### config.mk
export PLATFORM = sky130hd
export DESIGN_NAME = secure_module_response_deframer
export DESIGN_NICKNAME = d
export VERILOG_FILES = /design/src/hw/rtl/smrd_pkg.sv /design/src/hw/rtl/secure_module_response_deframer.sv /design/src/hw/rtl/smrd_step.sv
export SDC_FILE = /design/constraint.sdc
export NUM_CORES = 1
export LEC_CHECK = 0
export BUFFER_PORTS_ARGS = -buffer_cell sky130_fd_sc_hd__buf_2
export CAP_MARGIN = 0
export CORE_MARGIN = 2
export CORE_UTILIZATION = 45
export DETAILED_ROUTE_END_ITERATION = 16
export GPL_TIMING_DRIVEN = 0
export PLACE_DENSITY = 0.66
export SETUP_SLACK_MARGIN = 0.1
export SLEW_MARGIN = 5
export SYNTH_ARGS = -nofsm -noshare
export SYNTH_HDL_FRONTEND = slang
export SYNTH_SLANG_ARGS = --single-unit
### constraint.sdc
create_clock -name i_clk -period 4.4 [get_ports i_clk]
set_input_delay 0.66 -clock i_clk [delete_from_list [all_inputs] [get_ports i_clk]]
set_output_delay 0.66 -clock i_clk [all_outputs]
set_load 0.03 [all_outputs]
### src/hw/rtl/smrd_pkg.sv
// Shared types and constants for the secure module response deframer.
// No dependencies; every other RTL file imports this package.
`default_nettype none

package smrd_pkg;

    // Framing constants.
    localparam logic [7:0] SYNC_BYTE = 8'h55;
    localparam int BUFFER_BYTES = 1024;

    // Field widths.
    localparam int BYTE_W = 8;
    localparam int INDEX_W = 11;
    localparam int POLL_W = 16;
    localparam int LEN_LIMIT_W = 11;
    localparam int TOTAL_W = 17;
    localparam int PADDR_W = 3;
    localparam int PDATA_W = 32;

    // Configuration reset values.
    localparam logic [POLL_W-1:0] POLL_LIMIT_RESET = 16'd50000;
    localparam logic [LEN_LIMIT_W-1:0] LENGTH_LIMIT_RESET = 11'd1023;

    // Register map, selected by paddr[2].
    typedef enum logic {
        REG_POLL_LIMIT   = 1'b0,
        REG_LENGTH_LIMIT = 1'b1
    } t_reg_index;

    // Result status codes.
    typedef enum logic [2:0] {
        ST_BUSY    = 3'd0,
        ST_OK      = 3'd1,
        ST_CSUM    = 3'd2,
        ST_BADLEN  = 3'd3,
        ST_TIMEOUT = 3'd4
    } t_status;

    // Deframer phase, one-hot.
    typedef enum logic [2:0] {
        PH_HUNT   = 3'b001,
        PH_HEADER = 3'b010,
        PH_BODY   = 3'b100
    } t_phase;

    // Configuration seen by the step unit.
    typedef struct packed {
        logic [POLL_W-1:0]      poll_limit;
        logic [LEN_LIMIT_W-1:0] length_limit;
    } t_cfg;

    // One result of the step unit.
    typedef struct packed {
        logic               valid;
        logic [BYTE_W-1:0]  frame_byte;
        logic [INDEX_W-1:0] byte_index;
        logic               frame_end;
        t_status            status;
    } t_result;

endpackage

`default_nettype wire

### src/hw/rtl/secure_module_response_deframer.sv
// Path: a result passes the input register, then the result register, before it
// is shown and can transfer; a sync byte or a counted idle byte shows nothing.
// Throughput: one byte per cycle while the result register is free or being taken.
// Reset: synchronous, active low; clears phase, counters and both valid flags,
// and loads the configuration registers with their defaults.
`default_nettype none

module secure_module_response_deframer
    import smrd_pkg::*;
#(
    parameter int BUFFER_DEPTH = BUFFER_BYTES
)
(
    input  wire logic               i_clk,
    input  wire logic               i_rst_n,
    // Byte input channel.
    input  wire logic               i_in_valid,
    output logic                    o_in_stall,
    input  wire logic [BYTE_W-1:0]  i_rx_byte,
    // Result output channel.
    output logic                    o_out_valid,
    input  wire logic               i_out_stall,
    output logic [BYTE_W-1:0]       o_frame_byte,
    output logic [INDEX_W-1:0]      o_byte_index,
    output logic                    o_frame_end,
    output logic [2:0]              o_status,
    // Configuration port.
    input  wire logic               psel,
    input  wire logic               penable,
    input  wire logic               pwrite,
    input  wire logic [PADDR_W-1:0] paddr,
    input  wire logic [PDATA_W-1:0] pwdata,
    output logic [PDATA_W-1:0]      prdata,
    output logic                    pready
);

    logic               r_in_valid;
    logic [BYTE_W-1:0]  r_in_byte;
    logic               r_out_valid;
    t_result            r_out;
    t_cfg               r_cfg;
    t_result            w_result;
    logic               w_advance;
    logic               w_fire;
    logic               w_in_xfer;
    logic               w_cfg_write;
    t_reg_index         w_reg;

    // Handshake: the input register moves on when the result register is free.
    assign w_advance  = !r_out_valid || !i_out_stall;
    assign w_fire     = r_in_valid && w_advance;
    assign o_in_stall = r_in_valid && !w_advance;
    assign w_in_xfer  = i_in_valid && !o_in_stall;

    // Input register.
    always_ff @(posedge i_clk) begin
        if (!i_rst_n) begin
            r_in_valid <= 1'b0;
        end else if (w_in_xfer) begin
            r_in_valid <= 1'b1;
        end else if (w_fire) begin
            r_in_valid <= 1'b0;
        end
    end

    always_ff @(posedge i_clk) begin
        if (w_in_xfer) begin
            r_in_byte <= i_rx_byte;
        end
    end

    smrd_step #(
        .BUFFER_DEPTH (BUFFER_DEPTH)
    ) u_step (
        .i_clk     (i_clk),
        .i_rst_n   (i_rst_n),
        .i_enable  (w_fire),
        .i_rx_byte (r_in_byte),
        .i_cfg     (r_cfg),
        .o_result  (w_result)
    );

    // Result register.
    always_ff @(posedge i_clk) begin
        if (!i_rst_n) begin
            r_out_valid <= 1'b0;
        end else if (w_advance) begin
            r_out_valid <= w_fire && w_result.valid;
        end
    end

    always_ff @(posedge i_clk) begin
        if (w_fire && w_result.valid) begin
            r_out <= w_result;
        end
    end

    assign o_out_valid  = r_out_valid;
    assign o_frame_byte = r_out.frame_byte;
    assign o_byte_index = r_out.byte_index;
    assign o_frame_end  = r_out.frame_end;
    assign o_status     = r_out.status;

    // Configuration registers.
    assign w_reg       = t_reg_index'(paddr[2]);
    assign w_cfg_write = psel && penable && pwrite && pready;
    assign pready      = 1'b1;

    always_ff @(posedge i_clk) begin
        if (!i_rst_n) begin
            r_cfg.poll_limit   <= POLL_LIMIT_RESET;
            r_cfg.length_limit <= LENGTH_LIMIT_RESET;
        end else if (w_cfg_write) begin
            unique case (w_reg)
                REG_POLL_LIMIT:   r_cfg.poll_limit   <= pwdata[POLL_W-1:0];
                REG_LENGTH_LIMIT: r_cfg.length_limit <= pwdata[LEN_LIMIT_W-1:0];
            endcase
        end
    end

    // Register readback.
    always_comb begin
        unique case (w_reg)
            REG_POLL_LIMIT:   prdata = PDATA_W'(r_cfg.poll_limit);
            REG_LENGTH_LIMIT: prdata = PDATA_W'(r_cfg.length_limit);
        endcase
    end

endmodule

`default_nettype wire

### src/hw/rtl/smrd_step.sv
// Deframer state and per-byte next-state logic.
// Depends on smrd_pkg; instantiated by secure_module_response_deframer.
`default_nettype none

module smrd_step
    import smrd_pkg::*;
#(
    parameter int BUFFER_DEPTH = BUFFER_BYTES
)
(
    input  wire logic              i_clk,
    input  wire logic              i_rst_n,
    input  wire logic              i_enable,
    input  wire logic [BYTE_W-1:0] i_rx_byte,
    input  wire t_cfg              i_cfg,
    output t_result                o_result
);

    t_phase               r_phase, n_phase;
    logic [INDEX_W-1:0]   r_position, n_position;
    logic [BYTE_W-1:0]    r_length_high, n_length_high;
    logic [INDEX_W-1:0]   r_remaining, n_remaining;
    logic [BYTE_W-1:0]    r_running_xor, n_running_xor;
    logic [POLL_W-1:0]    r_poll_count, n_poll_count;

    logic [TOTAL_W-1:0]   w_total;
    logic [POLL_W-1:0]    w_poll_inc;
    logic                 w_len_ok;

    // Body length from the header and the poll count after this byte.
    assign w_total = TOTAL_W'({r_length_high, i_rx_byte}) + TOTAL_W'(1);
    assign w_len_ok = (w_total < TOTAL_W'(i_cfg.length_limit)) &&
                      (w_total < TOTAL_W'(BUFFER_DEPTH));
    assign w_poll_inc = r_poll_count + POLL_W'(1);

    // Next state and result for one received byte.
    always_comb begin
        n_phase       = r_phase;
        n_position    = r_position;
        n_length_high = r_length_high;
        n_remaining   = r_remaining;
        n_running_xor = r_running_xor;
        n_poll_count  = r_poll_count;

        o_result            = '0;
        o_result.frame_byte = i_rx_byte;
        o_result.byte_index = r_position;
        o_result.status     = ST_BUSY;

        unique case (r_phase)
            PH_HEADER: begin
                o_result.valid = 1'b1;
                n_running_xor = r_running_xor ^ i_rx_byte;
                if (r_position == INDEX_W'(2)) begin
                    n_length_high = i_rx_byte;
                end
                if (r_position < INDEX_W'(3)) begin
                    n_position = r_position + INDEX_W'(1);
                end else if (w_len_ok) begin
                    n_remaining = w_total[INDEX_W-1:0];
                    n_position  = INDEX_W'(4);
                    n_phase     = PH_BODY;
                end else begin
                    n_phase            = PH_HUNT;
                    n_position         = '0;
                    o_result.frame_end = 1'b1;
                    o_result.status    = ST_BADLEN;
                end
            end
            PH_BODY: begin
                o_result.valid = 1'b1;
                if (r_remaining <= INDEX_W'(1)) begin
                    // Last byte carries the inverted XOR of the frame.
                    n_phase            = PH_HUNT;
                    n_position         = '0;
                    n_remaining        = '0;
                    o_result.frame_end = 1'b1;
                    if (i_rx_byte == ~r_running_xor) begin
                        n_poll_count    = '0;
                        o_result.status = ST_OK;
                    end else begin
                        o_result.status = ST_CSUM;
                    end
                end else begin
                    n_running_xor = r_running_xor ^ i_rx_byte;
                    n_remaining   = r_remaining - INDEX_W'(1);
                    n_position    = r_position + INDEX_W'(1);
                end
            end
            default: begin
                // Hunting; an illegal phase code also hunts.
                n_phase = PH_HUNT;
                if (i_rx_byte == SYNC_BYTE) begin
                    n_phase       = PH_HEADER;
                    n_position    = '0;
                    n_running_xor = '0;
                    n_length_high = '0;
                    n_remaining   = '0;
                end else if (w_poll_inc >= i_cfg.poll_limit) begin
                    n_poll_count        = '0;
                    o_result.valid      = 1'b1;
                    o_result.frame_byte = '0;
                    o_result.byte_index = '0;
                    o_result.frame_end  = 1'b1;
                    o_result.status     = ST_TIMEOUT;
                end else begin
                    n_poll_count = w_poll_inc;
                end
            end
        endcase
    end

    // State registers advance only when a byte is processed.
    always_ff @(posedge i_clk) begin
        if (!i_rst_n) begin
            r_phase       <= PH_HUNT;
            r_position    <= '0;
            r_length_high <= '0;
            r_remaining   <= '0;
            r_running_xor <= '0;
            r_poll_count  <= '0;
        end else if (i_enable) begin
            r_phase       <= n_phase;
            r_position    <= n_position;
            r_length_high <= n_length_high;
            r_remaining   <= n_remaining;
            r_running_xor <= n_running_xor;
            r_poll_count  <= n_poll_count;
        end
    end

endmodule

`default_nettype wire

; Word level (Yosys, flattened, before mapping)
; Cells that the tools add are included.
[word_totals]
regBits = 117
output_inout_bits = 58
rom_bits = 0
latch_bits = 0
wordCells = 101
n_memories = 0
ramBits = 0
inputBits = 50
[op_classes]
n_mul = 0
n_div = 0
mux = 36
n_lt_le_gt_ge = 5
n_addsub = 4
reduce_logical = 24
bitwise_logic = 5
eq_ne = 12
shift = 0
[op_table]
columns = op, count
row1 = 11-bit two-way mux, 6
row2 = 16-bit two-way mux, 4
row3 = 32-bit case mux with 2 select lines, 1
row4 = 24-bit two-way mux, 2
row5 = 11-bit case mux with 2 select lines, 2
row6 = 16-bit case mux with 2 select lines, 1
row7 = 8-bit case mux with 2 select lines, 2
row8 = 8-bit two-way mux, 3
row9 = 19-bit two-way mux, 1
row10 = "16-bit by 1-bit adder with 17-bit output, second input constant", 1
row11 = 17-bit by 11-bit < comparator with 1-bit output, 1
row12 = "17-bit by 11-bit < comparator with 1-bit output, second input constant", 1
row13 = "16-bit by 1-bit adder with 16-bit output, second input constant", 1
row14 = 16-bit >= comparator, 1
row15 = 3-bit two-way mux, 4
row16 = 4-bit two-way mux, 3
row17 = "11-bit by 1-bit adder with 11-bit output, second input constant", 1
row18 = "11-bit by 2-bit equality test with 1-bit output, second input constant", 1
row19 = "11-bit by 1-bit less-or-equal comparator with 1-bit output, second input constant", 1
row20 = "11-bit by 2-bit < comparator with 1-bit output, second input constant", 1
row21 = "11-bit by 1-bit subtractor with 11-bit output, second input constant", 1
row22 = "8-bit by 7-bit equality test with 1-bit output, second input constant", 1
row23 = 8-bit equality test, 1
row24 = "2-bit by 1-bit inequality test with 1-bit output, second input constant", 4
row25 = other kinds (20), 41

; Longest topological paths before layout
[depth]
ltp_word = 7
mapped_depth = 17
ltp_nobuf = 15

; Modules after synthesis
; Synthesis repeated with hierarchy kept, for this count alone.
[unflattened]
hier_cells = 732
area_unflattened_um2 = 6658.9
[modules_own_cells]
columns = module, area_per_inst_um2, cells_per_inst, n_inst, seq_area_each_um2
row1 = smrd_step, 4194.0, 540, 1, 1141.1
row2 = secure_module_response_deframer, 2464.9, 192, 1, 1511.4

; Worst setup path after synthesis
; No wires, ideal clock.
[synth_timing]
path_type = reg2reg
start = register u_step.r_poll_count[0]
end = register r_out (netlist bit o_byte_index[0]), enable pin
stages_incl_launch_ff = 15
synth_period_minus_slack_ns = 4.025
path_buffers = 1
setup_time_ns = 0.411
setup_slack_ns = 0.375
arrival_ns = 3.614
required_time_ns = 3.989
cell_sequence = dfxtp_1 ha_1 nand3_1 inv_1 and3_1 and2_1 clkbuf_1 nand3_1 xnor2_1 ha_1 nand4_1 nor2_1 a41oi_1 nand2b_1 a21oi_1
[synth_via]
elab_chain_cells = 6
[synth_rtl]
columns = element, line_no
row1 = "start, declared", smrd_step.sv:24  ; logic [POLL_W-1:0] r_poll_count, n_poll_count;
row2 = "start signal, assigned", smrd_step.sv:128  ; r_poll_count <= n_poll_count;
row3 = 16-bit by 1-bit adder with 16-bit output, smrd_step.sv:34  ; assign w_poll_inc = r_poll_count + POLL_W'(1);
row4 = 16-bit >= comparator, smrd_step.sv:99  ; end else if (w_poll_inc >= i_cfg.poll_limit) begin
row5 = 24-bit two-way mux, smrd_step.sv:99
row6 = 24-bit two-way mux, smrd_step.sv:93  ; if (i_rx_byte == SYNC_BYTE) begin
row7 = 1-bit two-way mux, smrd_step.sv:50  ; unique case (r_phase)
row8 = 1-bit logical AND, secure_module_response_deframer.sv:93  ; if (w_fire && w_result.valid) begin
row9 = "end signal, assigned", secure_module_response_deframer.sv:94  ; r_out <= w_result;
row10 = "end, declared", secure_module_response_deframer.sv:40  ; t_result r_out;
; Every way passes these cells.
; A chain may end at the register's enable or synchronous reset.

; Worst setup path after layout
[layout_timing]
start = register u_step.r_poll_count[0]
end = register u_step.r_poll_count[11]
[layout_via]
elab_chain_cells = 5
[layout_rtl]
columns = element, line_no
row1 = 16-bit by 1-bit adder with 16-bit output *, smrd_step.sv:34
row2 = 16-bit >= comparator, smrd_step.sv:99
row3 = 16-bit two-way mux *, smrd_step.sv:99
row4 = 16-bit two-way mux *, smrd_step.sv:93
row5 = 16-bit case mux with 2 select lines *, smrd_step.sv:50
; Mark *: on every way between the ends. The rest lies on a longest branch, timed or not. The select of a mux whose other input is x is not followed.

==> results.toml <==
[outcome]
status = "complete, no violations"

[worst_setup_path]
critPathLaunchType = "register"
path_cells = "ha_1 > nand3_1 > inv_1 > and3_1 > and2_1 > clkbuf_1 > nand3_1 > xnor2_1 > ha_1 > a21o_1 > a21o_1 > a21oi_1 > o21ai_0 > a41oi_2 > buf_4 > clkbuf_1 > a31oi_1 > mux2i_1"
r2r-end = "u_step.r_poll_count[11]"
arrival_ps = 4310
r2r-start = "u_step.r_poll_count[0]"
rrSetupSlack_ps = 450
max_stage_delay_ps = 440
crit_required_ps = 4760
r2r_cells = 18
crit_path_end_kind = "register"
path_max_fanout = 10
crit_type = "reg2reg"
cpMaxStageDelayCell = "dfxtp_1"

[cts]
cts.reportedPaths.clkPinSlew_ps = 60
cts_hold_buffers = 0
clkSinkCount = 117
cts_max_path_buffers = 2
tritoncts = "yes"
clockRootBuffer = "clkbuf_16"
h-tree-depth = 4
numCtsBuffers = 17
insertion_delay_ps = 430

[cells_and_area]
fin_area_um2 = 8000
area_growth_pct = 19.5
multiInputGateArea_um2 = 3620
final_cells = 1085
antenna_cells = 0
final_cell_mix = "nand2_1, dfxtp_1, buf_2"
final_layout_size_suffix_gt1_frac = 0.172
layout.nets = 971
regArea_um2 = 2650
final_common_cell = "nand2_1"
fill_cells = 1396

[yosys]
yosys_most_used_dff = "dfxtp_1"
synth_area_leaders = "dfxtp_1, edfxtp_1, nand2_1"
yosys.area.top_type = "dfxtp_1"
ys_ff_latch = 117
ys_seq_area_frac = 0.396
yosysUniqueCellTypes = 62
netlist_instances = 780
synth_warnings = 0
synth_top_area_share = 0.257
synth-edff-count = 31
async_flop_share = 0
avgSynthCellArea_um2 = 8.58
synth.cell_area_um2 = 6700

[drt]
wirelength_um = 16500
vias = 5814
wire_per_inst_um = 15.2
ant_nets = 0
route.detailed.drc = 0
first_pass_iters = 5
initialDrtViolationCount = 466
viasPerCell = 5.36

[sta]
max-slew-margin-rel = 0.460
slew_violations = 0
setup_tns_ps = 0
postLayoutSetupSlackWorst_ps = 449
clock_skew_ps = 11.7
fmaxAchievable_ghz = 0.253
rsz0062_at_grt = "false"
setup_viol = 0
finalCritPeriodShare = 0.898
fin_crit_ps = 3950
worst_pin_slew_ps = 806
hold_violations = 0

[power]
power.leakage_nw = 3.45
cellPowerDensity_nw_per_um2 = 349
vdd_drop_max_uv = 256

[grt]
antenna_found_initial = 0
grt_use_total = 0.212
grt_pass1_vias = 5261
gr-total-overflow = 0
grt_pass1_wl_um = 26800
grt_max_degree = 18

[placement]
place_ws_ps = 147
io_buffer_count = 71
place_area_um2 = 7370
hpwl_um = 12100
place.gp.congestion = 0.894
dp_cells = 1051

[worst_hold_path]
min_path_cells = 1
min_from = "i_rx_byte[7]"
hold_end = "r_in_byte[7]"
hp-class = "in2reg"

[floorplan]
row_count = 44
die_area_um2 = 15900
die_x_um = 126
start_util = 0.461
die_h_um = 126
core_um2 = 14500
io_pins = 108

[run]
maxCapViolCount = 0
==> area by class of cell <==
class	instances	share of cell area
inverters	41	0.0192
clock inverters	13	0.0225
clock buffers	19	0.0541
repair buffers	74	0.0497
multi-input cells	577	0.452
well taps	184	0.0288
flip-flops and latches	117	0.331
plain buffers	60	0.0421
==> metrics by stage <==
stage | total power [mW] | utilization | hold slack (ps)
2_1_floorplan | 1.30 | - | 436
3_3_place_gp | 1.36 | 0.505 | 443
3_5_place_dp | 1.36 | 0.507 | 448
4_1_cts | 2.82 | 0.549 | 393
5_1_grt | 2.88 | 0.551 | 395
6_report | 2.80 | 0.551 | 405
==> power breakdown <==
part	total (mW)	internal [mW]	switching (mW)
Clock	1.46	0.944	0.513
Combinational	0.213	0.0708	0.142
Sequential	1.13	1.12	0.00862
Total	2.80	2.13	0.663
==> flip-flops by register name, summed over array words and instances (netlist names) <==
name                  flops
o_byte_index             11
o_frame_byte              8
o_frame_end               1
o_out_valid               1
o_status                  3
r_cfg                    27
r_in_byte                 8
r_in_valid                1
u_step.r_length_high      8
u_step.r_phase            3
u_step.r_poll_count      16
u_step.r_position        11
u_step.r_remaining       11
u_step.r_running_xor      8
==> cell usage after synthesis, types with 4 or more instances <==
cell       count
a211oi_1       4
a21o_1        14
a21oi_1       44
a31oi_1        6
a32o_1         7
and2_1         8
and3_1        12
buf_2          5
buf_4         22
clkbuf_1      28
dfxtp_1       86
edfxtp_1      31
ha_1          33
inv_1         41
mux2i_1       18
nand2_1      120
nand2b_1       7
nand3_1       29
nand3b_1      15
nand4_1       11
nor2_1        51
nor2b_1       16
nor3_1         7
nor4_1         6
o2111ai_1      7
o211ai_1      19
o21ai_0       38
o22ai_1        5
xnor2_1       16
xor2_1        22
==> worst max-delay path, delay by kind of cell (launching register included) <==
kind	cells	cell delay [ps]
XOR/XNOR	1	170
multiplexers	1	150
adder cells (fa/ha/maj)	2	480
buffers and inverters	4	880
AO/OA/AOI/OAI	6	1120
flip-flops	1	440
AND/OR/NAND/NOR	4	640
==> how the worst max path moves through the flow <==
stage                           start                 endpoint  slack, ps  depth (start not counted)
2_1_floorplan  u_step.r_poll_count[0]          o_byte_index[0]        380                         14
3_3_place_gp   u_step.r_poll_count[0]          o_byte_index[1]       -710                         14
3_5_place_dp   u_step.r_poll_count[0]              o_frame_end        150                         17
4_1_cts        u_step.r_poll_count[0]              o_frame_end        110                         17
5_1_grt        u_step.r_poll_count[0]              o_frame_end        120                         17
6_report       u_step.r_poll_count[0]  u_step.r_poll_count[11]        450                         18
==> cell families after synthesis <==
kind of cell / after synthesis / synth area share
adders and majority gates: 33 / 0.0617
DFF: 117 / 0.396
buffers and inverters: 101 / 0.0733
other: 2 / 0.00112
AOI/OAI and AO/OA: 169 / 0.170
muxes: 20 / 0.0303
and+or+nand+nor: 300 / 0.218
xor gates and xnor gates: 38 / 0.0497
==> metal layers <==
| layer | share of wire | track usage |
|---|---|---|
| met1 | 0.46 | 0.287 |
| met2 | 0.47 | 0.334 |
| met3 | 0.050 | 0.0438 |
| met4 | 0.014 | 0.0834 |
| met5 | 0 | 0 |
==> timing repair <==
item	in CTS	in global routing
setup buffers	0	2
setup endpoints to repair	0	35
endpoints found under the hold margin	0	0
gates resized for setup	0	1
Power figures use the tool's default switching activity.
